===== config.mk =====
export PLATFORM = sky130hd
export DESIGN_NAME = linear_adsr_envelope
export DESIGN_NICKNAME = d
export VERILOG_FILES = /design/src/rtl/ladsr_pkg.sv /design/src/rtl/linear_adsr_envelope.sv
export SDC_FILE = /design/constraint.sdc
export NUM_CORES = 2
export LEC_CHECK = 0
export BUFFER_PORTS_ARGS = -buffer_cell sky130_fd_sc_hd__buf_2
export CORE_ASPECT_RATIO = 0.6
export CORE_MARGIN = 4
export CORE_UTILIZATION = 35
export DETAILED_ROUTE_END_ITERATION = 10
export PLACE_DENSITY = 0.55
export SETUP_SLACK_MARGIN = 0.05
export SYNTH_ARGS = -nofsm -noshare
export SYNTH_HDL_FRONTEND = slang
export SYNTH_SLANG_ARGS = --single-unit

===== constraint.sdc =====
create_clock -name clk -period 12.91 [get_ports clk]
set_input_delay 2.582 -clock clk [delete_from_list [all_inputs] [get_ports clk]]
set_output_delay 2.582 -clock clk [all_outputs]
set_load 0.05 [all_outputs]

===== src/rtl/ladsr_pkg.sv =====
// Shared types and constants for the linear ADSR envelope block.
package ladsr_pkg;

    localparam int CHANNELS_DEFAULT = 2;

    localparam int LEVEL_W = 24;
    localparam int GAIN_W  = 16;
    localparam int POS_W   = 4;
    localparam int CFG_W   = 24;
    localparam int INDEX_W = 3;

    localparam logic [LEVEL_W-1:0] UNITY_LEVEL = 24'h800000;
    localparam logic [GAIN_W-1:0]  GAIN_RESET  = 16'd16384;

    // operation codes
    localparam logic [1:0] OP_SAMPLE   = 2'd0;
    localparam logic [1:0] OP_GATE_ON  = 2'd1;
    localparam logic [1:0] OP_GATE_OFF = 2'd2;

    // register indexes
    localparam logic [INDEX_W-1:0] REG_ATTACK_STEP   = 3'd0;
    localparam logic [INDEX_W-1:0] REG_DECAY_STEP    = 3'd1;
    localparam logic [INDEX_W-1:0] REG_RELEASE_STEP  = 3'd2;
    localparam logic [INDEX_W-1:0] REG_SUSTAIN_LEVEL = 3'd3;
    localparam logic [INDEX_W-1:0] REG_OUTPUT_GAIN   = 3'd4;

    typedef struct packed {
        logic [1:0]         operation;
        logic signed [23:0] sample_in;
    } in_word_t;

    typedef struct packed {
        logic signed [23:0] sample_out;
        logic [23:0]        envelope_level;
    } out_word_t;

endpackage


===== src/rtl/linear_adsr_envelope.sv =====
// Linear ADSR envelope: gate handling, level stepping and shared-multiplier output scaling.
// Sample path: accept, S_MUL_LEVEL, S_MUL_LO, S_MUL_HI (three passes through one shared
// 24x24 multiplier), then S_ROUND rounds/saturates into the output register. Gate words
// produce no output. A new sample word is taken only after S_ROUND; gate words one per
// cycle while the sequencer is idle. A held result stalls only the next sample's round step.
// Reset (rst_n, async low): level 0, stage attack, not gated, channel 0, registers 0, gain 1.0.
module linear_adsr_envelope #(
    parameter int CHANNELS = ladsr_pkg::CHANNELS_DEFAULT
) (
    input  logic                                 clk,
    input  logic                                 rst_n,
    input  logic                                 in_valid,
    output logic                                 in_stall,
    input  ladsr_pkg::in_word_t                  in_data,
    output logic                                 out_valid,
    input  logic                                 out_stall,
    output ladsr_pkg::out_word_t                 out_data,
    input  logic                                 cfg_write,
    input  logic [ladsr_pkg::INDEX_W-1:0]        cfg_index,
    input  logic [ladsr_pkg::CFG_W-1:0]          cfg_data
);

    typedef enum logic [2:0] {
        S_IDLE,
        S_MUL_LEVEL,
        S_MUL_LO,
        S_MUL_HI,
        S_ROUND
    } seq_state_t;

    typedef enum logic [1:0] {
        ST_ATTACK,
        ST_DECAY,
        ST_SUSTAIN,
        ST_RELEASE
    } env_stage_t;

    localparam logic [ladsr_pkg::POS_W:0] CHAN_LIMIT = (ladsr_pkg::POS_W+1)'(CHANNELS);

    // configuration
    logic [23:0] attack_step_reg;
    logic [23:0] decay_step_reg;
    logic [23:0] release_step_reg;
    logic [23:0] sustain_level_reg;
    logic [15:0] output_gain_reg;

    // sequencer and envelope state
    seq_state_t                   state_reg, state_next;
    env_stage_t                   stage_reg, stage_next;
    logic [23:0]                  level_reg, level_next;
    logic                         gated_reg, gated_next;
    logic [ladsr_pkg::POS_W-1:0]  pos_reg, pos_next;
    logic                         neg_reg, neg_next;
    logic [23:0]                  mag_reg, mag_next;
    logic [47:0]                  prod_reg, prod_next;
    logic [40:0]                  lo_reg, lo_next;
    logic [63:0]                  sum_reg, sum_next;
    logic                         out_valid_reg, out_valid_next;
    ladsr_pkg::out_word_t         out_word_reg, out_word_next;

    // level step
    logic [23:0]  sus;
    logic [24:0]  attack_sum;
    logic [23:0]  adv_level;
    env_stage_t   adv_stage;
    logic [ladsr_pkg::POS_W:0] pos_inc;

    // shared multiplier
    logic [23:0] mul_a;
    logic [23:0] mul_b;
    logic [47:0] mul_p;

    // rounding
    logic [26:0] rnd;
    logic [23:0] mag_sat;
    logic [23:0] mag_in;

    assign in_stall  = (state_reg != S_IDLE);
    assign out_valid = out_valid_reg;
    assign out_data  = out_word_reg;

    always_ff @(posedge clk or negedge rst_n)
    begin
        if (!rst_n)
        begin
            attack_step_reg   <= '0;
            decay_step_reg    <= '0;
            release_step_reg  <= '0;
            sustain_level_reg <= '0;
            output_gain_reg   <= ladsr_pkg::GAIN_RESET;
        end
        else if (cfg_write)
        begin
            case (cfg_index)
                ladsr_pkg::REG_ATTACK_STEP:   attack_step_reg   <= cfg_data;
                ladsr_pkg::REG_DECAY_STEP:    decay_step_reg    <= cfg_data;
                ladsr_pkg::REG_RELEASE_STEP:  release_step_reg  <= cfg_data;
                ladsr_pkg::REG_SUSTAIN_LEVEL: sustain_level_reg <= cfg_data;
                ladsr_pkg::REG_OUTPUT_GAIN:   output_gain_reg   <= cfg_data[15:0];
                default: ;
            endcase
        end
    end

    // one envelope step, applied when the frame counter wraps
    always_comb
    begin
        sus = (sustain_level_reg > ladsr_pkg::UNITY_LEVEL) ? ladsr_pkg::UNITY_LEVEL
                                                           : sustain_level_reg;
        attack_sum = {1'b0, level_reg} + {1'b0, attack_step_reg};
        adv_level  = level_reg;
        adv_stage  = stage_reg;
        if (gated_reg)
        begin
            if (stage_reg == ST_ATTACK)
            begin
                if (attack_sum >= {1'b0, ladsr_pkg::UNITY_LEVEL})
                begin
                    adv_level = ladsr_pkg::UNITY_LEVEL;
                    adv_stage = ST_DECAY;
                end
                else
                begin
                    adv_level = attack_sum[23:0];
                end
            end
            else if (stage_reg == ST_DECAY)
            begin
                if (decay_step_reg >= level_reg || level_reg - decay_step_reg <= sus)
                begin
                    adv_level = sus;
                    adv_stage = ST_SUSTAIN;
                end
                else
                begin
                    adv_level = level_reg - decay_step_reg;
                end
            end
        end
        else if (stage_reg == ST_RELEASE)
        begin
            if (release_step_reg >= level_reg)
            begin
                adv_level = '0;
                adv_stage = ST_ATTACK;
            end
            else
            begin
                adv_level = level_reg - release_step_reg;
            end
        end
    end

    always_comb
    begin
        case (state_reg)
            S_MUL_LO:
            begin
                mul_a = prod_reg[23:0];
                mul_b = {8'd0, output_gain_reg};
            end
            S_MUL_HI:
            begin
                mul_a = prod_reg[47:24];
                mul_b = {8'd0, output_gain_reg};
            end
            default:
            begin
                mul_a = mag_reg;
                mul_b = level_reg;
            end
        endcase
        mul_p = mul_a * mul_b;
    end

    always_comb
    begin
        pos_inc = {1'b0, pos_reg} + 1'b1;
        mag_in  = in_data.sample_in[23] ? (~in_data.sample_in + 24'd1) : in_data.sample_in;
        rnd     = sum_reg[63:37];
        if (neg_reg)
        begin
            mag_sat = (rnd > 27'h800000) ? 24'h800000 : rnd[23:0];
        end
        else
        begin
            mag_sat = (rnd > 27'h7FFFFF) ? 24'h7FFFFF : rnd[23:0];
        end

        state_next     = state_reg;
        stage_next     = stage_reg;
        level_next     = level_reg;
        gated_next     = gated_reg;
        pos_next       = pos_reg;
        neg_next       = neg_reg;
        mag_next       = mag_reg;
        prod_next      = prod_reg;
        lo_next        = lo_reg;
        sum_next       = sum_reg;
        out_valid_next = out_valid_reg && out_stall;
        out_word_next  = out_word_reg;

        case (state_reg)
            S_IDLE:
            begin
                if (in_valid)
                begin
                    case (in_data.operation)
                        ladsr_pkg::OP_GATE_ON:
                        begin
                            gated_next = 1'b1;
                            stage_next = ST_ATTACK;
                            level_next = '0;
                        end
                        ladsr_pkg::OP_GATE_OFF:
                        begin
                            if (gated_reg)
                            begin
                                gated_next = 1'b0;
                                stage_next = ST_RELEASE;
                            end
                        end
                        ladsr_pkg::OP_SAMPLE:
                        begin
                            if (pos_inc >= CHAN_LIMIT)
                            begin
                                pos_next   = '0;
                                level_next = adv_level;
                                stage_next = adv_stage;
                            end
                            else
                            begin
                                pos_next = pos_inc[ladsr_pkg::POS_W-1:0];
                            end
                            neg_next   = in_data.sample_in[23];
                            mag_next   = mag_in;
                            state_next = S_MUL_LEVEL;
                        end
                        default: ;
                    endcase
                end
            end
            S_MUL_LEVEL:
            begin
                prod_next  = mul_p;
                state_next = S_MUL_LO;
            end
            S_MUL_LO:
            begin
                // rounding half folded in here
                lo_next    = {1'b0, mul_p[39:0]} + 41'h10_0000_0000;
                state_next = S_MUL_HI;
            end
            S_MUL_HI:
            begin
                sum_next   = {mul_p[39:0], 24'd0} + {23'd0, lo_reg};
                state_next = S_ROUND;
            end
            S_ROUND:
            begin
                if (!out_valid_reg || !out_stall)
                begin
                    out_valid_next               = 1'b1;
                    out_word_next.sample_out     = neg_reg ? (~mag_sat + 24'd1) : mag_sat;
                    out_word_next.envelope_level = level_reg;
                    state_next                   = S_IDLE;
                end
            end
            default:
            begin
                state_next = S_IDLE;
            end
        endcase
    end

    always_ff @(posedge clk or negedge rst_n)
    begin
        if (!rst_n)
        begin
            state_reg     <= S_IDLE;
            stage_reg     <= ST_ATTACK;
            level_reg     <= '0;
            gated_reg     <= 1'b0;
            pos_reg       <= '0;
            neg_reg       <= 1'b0;
            mag_reg       <= '0;
            prod_reg      <= '0;
            lo_reg        <= '0;
            sum_reg       <= '0;
            out_valid_reg <= 1'b0;
            out_word_reg  <= '0;
        end
        else
        begin
            state_reg     <= state_next;
            stage_reg     <= stage_next;
            level_reg     <= level_next;
            gated_reg     <= gated_next;
            pos_reg       <= pos_next;
            neg_reg       <= neg_next;
            mag_reg       <= mag_next;
            prod_reg      <= prod_next;
            lo_reg        <= lo_next;
            sum_reg       <= sum_next;
            out_valid_reg <= out_valid_next;
            out_word_reg  <= out_word_next;
        end
    end

endmodule


==> qor_table.md <==
| Group | Item | Reported |
|:---|:---|:---|
| floorplan | Die ar. | 115500 sq um |
| sta | Final setup violating endpoints | 0 |
| clock tree | Clock Tree Buf Depth | 3 |
| sta | Unrepaired setup endpoints after global routing | no |
| global route | Met2 capacity usage during global routing | 0.2874 |
| setup path | Worst reg2reg path depth | 28 |
| global route | Antenna violations before repair | 6 |
| setup path | Startpoint type of the worst setup path | flip-flop |
| final layout | Share of layout cells above drive strength 1 | 0.09177 |
| clock tree | Sink Count | 312 |
| worst hold path | Hold wc startpoint | out_data[38] |
| setup path | FF-to-FF setup slack | 1.85 ns |
| place | Half-perimeter wire length of the detailed placement result | 107.6 mm |
| run status | Status | finished with violations |
| synth | Instance count of the mapped netlist | 4390 |
| worst hold path | Worst hold path stage count | 1 |
| drt | Wirelength per Cell | 22.28 um |
| synth | Per-instance average area after synthesis | 8.765 sq um |
| sta | Measured slew at the worst slew-check pin | 1.535 ns |
| final layout | Synthesis-to-finish area growth | 9.121% |
| global route | Vias in the first global route | 31408 |
| setup path | Endpoint class of the critical path | flip-flop |
| setup path | Peak fanout along the critical path | 82 |
| sta | Maximum clock frequency | 0.09038 GHz |
| place | Gp weighted congestion | 0.9689 |
| floorplan | I/O pin count | 108 |
| floorplan | Starting Density | 0.3556 |
| setup path | Critical setup path kind | flip-flop to flip-flop |
| synth | Share of synthesized area occupied by flip-flops and latches | 0.2029 |
| clock tree | Number of H-tree branching levels | 2 |
| sta | Max-slew violation total from the final report | 7 |
| synth | Count of state elements after synthesis | 312 |
| floorplan | Floorplan core area | 108200 sq um |
| global route | Pin count of the biggest net entering global routing | 151 |
| clock tree | Clk root buf | clkbuf_16 |
| clock tree | Clock-pin transition on the worst setup and hold timing paths | 0.06 ns |
| synth | Nets in the synthesized netlist | 5228 |
| setup path | Required @ worst endpoint | 13.44 ns |
| setup path | Data arrival time of the critical path | 11.59 ns |
| final layout | Fin nets | 5254 |
| run status | Failing checks | max-capacitance violations, max-slew violations |
| synth | Commonest register cell after synthesis | dfrtp_1 |
| sta | Crit path time final | 11.06 ns |
| worst hold path | WHS Endpoint | out_data[38] |
| floorplan | Die span in y | 264.8 um |
| setup path | Reg-to-Reg Start | state_reg[2] |
| drt | Initial DRT Pass Iterations | 6 |
| global route | GRT Resource Usage Total | 0.2276 |
| drt | Vias per cell | 5.418 |
| global route | Routing layer with the top usage in global route | met1 |
| sta | Sum of negative setup slack | 0 ns |
| clock tree | # resized after CTS | 0 |
| drt | DR DRC count | 0 |
| global route | First-pass GRT wire length | 200.3 mm |
| drt | Total vias in the final route | 31827 |
| clock tree | Buffers inserted by post-CTS timing repair | 0 |
| setup path | R2r endpoint | sum_reg[62] |
| sta | Remaining max-slew budget at the tightest pin | -0.03428 |
| floorplan | Site row count | 93 |
| global route | Overall overflow remaining after global route | 0 |
| worst hold path | Type of the most critical hold path | flip-flop to flip-flop |
| clock tree | Skew-Pair Late Insertion Delay | 0.60 ns |
| setup path | First element of the critical path | state_reg[2] |
| place | Buffers added on ports | 107 |
| global route | Global routing usage on met3 | 0.09836 |
| drt | Final antenna-violating net count | 0 |
| sta | Final worst clock skew | 0.03073 ns |
| drt | Starting DRC count in detailed routing | 2988 |
| synth | Fraction of post-synthesis cell area in the top cell type by area | 0.2523 |
| flow run | Max-capacitance violation count | 1 |
| synth | Dominant cells by area after synthesis | fa_1, dfrtp_1, ha_1 |
| synth | Most frequent cell after synthesis | inv_1 |
| synth | Number of enable-type register cells in the synthesized netlist | 0 |
| sta | Fraction of the cycle the final worst path needs | 0.8571 |
| clock tree | TritonCTS clock tree | built |
| clock tree | Number of buffers added by the clock tree synthesis step | 39 |
| sta | Fin. Hold Viols | 0 |
| synth | Cell type with the largest total area after synthesis | fa_1 |
| setup path | Most prevalent standard cell on the critical path | fa_1 |
| clock tree | Number of hold buffers added after cts | 0 |
| synth | Synth cell types | 85 |
| synth | Async S/R FF share, synth | 1.000 |
| drt | Wire length reported by the detailed router | 130.8 mm |
| synth | Most frequent cells after synthesis | inv_1, nand2_1, fa_1 |
| floorplan | Die X | 436.0 um |
| synth | Mapped Area | 38480 sq um |
| global route | GR Util met1 | 0.3519 |
| setup path | Cell with the largest stage delay on the worst path | nand2_1 |
| setup path | Worst stage delay on the critical path | 0.92 ns |
| synth | Synth warnings | 0 |
[critical path, delay by kind of cell (launching register included)]
kind	cells	cell delay, ns
buffers and inverters	6	0.46
adder cells (fa/ha/maj)	9	4.35
AND/OR/NAND/NOR	11	4.38
flip-flops	1	0.51
AO/OA/AOI/OAI	2	1.22
[placed cells by master (no fill, tap or decap), types with 33 or more instances in the layout]
cell type,count
buf_4,64
mux2_2,117
fa_1,485
nand3_1,160
buf_2,106
and2_1,33
xnor2_1,83
clkbuf_16,40
nor2_1,397
o21ai_0,261
a21o_1,75
dfrtp_1,311
inv_1,667
mux2i_1,52
xor2_1,60
nand2_1,553
nor3_1,41
a21oi_1,113
o21a_1,45
ha_1,295
[worst max path at each step]
stage	endpoint	slack [ns]	cells past startpoint
after global routing	sum_reg[62]	1.29	28
final	sum_reg[62]	1.85	28
after detailed placement	sum_reg[62]	2.14	28
after floorplan	sum_reg[57]	3.67	37
after CTS	sum_reg[62]	2.09	28
after global placement	sum_reg[62]	2.20	28
[area by class of cell]
class	instances	area [sq um]
Antenna cell	3	7.507
Clock buffer	55	1157
Clock inverter	16	133.9
Fill cell	11035	66230
Inverter	667	2504
Multi-Input combinational cell	3223	27530
Sequential cell	312	7809
Tap cell	1425	1783
Timing Repair Buffer	173	1066
[routing by layer]
metal | vias up | routed length (um)
li1 | 14425 | -
met1 | 15961 | 63780
met2 | 1316 | 46990
met3 | 123 | 17710
met4 | 2 | 2356
met5 | - | 19
[cell families (layout without fill, tap and decap cells)]
group / after synthesis / in the layout / synth area share
simple gates: 1369 / 1369 / 0.1564
buf+inv: 855 / 911 / 0.08396
fa+ha+maj: 780 / 780 / 0.3483
compound gates: 754 / 754 / 0.1260
flops: 312 / 312 / 0.2029
mux: 177 / 177 / 0.04985
xor+xnor: 143 / 143 / 0.03255
other cells: 0 / 3 / 0
[through the flow]
stage | hold WS (ns) | setup slack, ns | util | area, sq um | cells
floorplan | 0.4491 | 3.674 | - | 38480 | 4390
CTS | 0.4771 | 2.087 | 0.3879 | 41980 | 5871
detailed placement | 0.4626 | 2.135 | 0.3760 | 40690 | 5800
global route | 0.5033 | 1.289 | 0.3879 | 41980 | 5871
global placement | 0.4605 | 2.202 | 0.3760 | 40690 | 5800
finish | 0.4701 | 1.845 | 0.3880 | 41990 | 5874
Power is not shown: default switching activity piles up to over one toggle a cycle in this logic, so the estimate is an artifact.
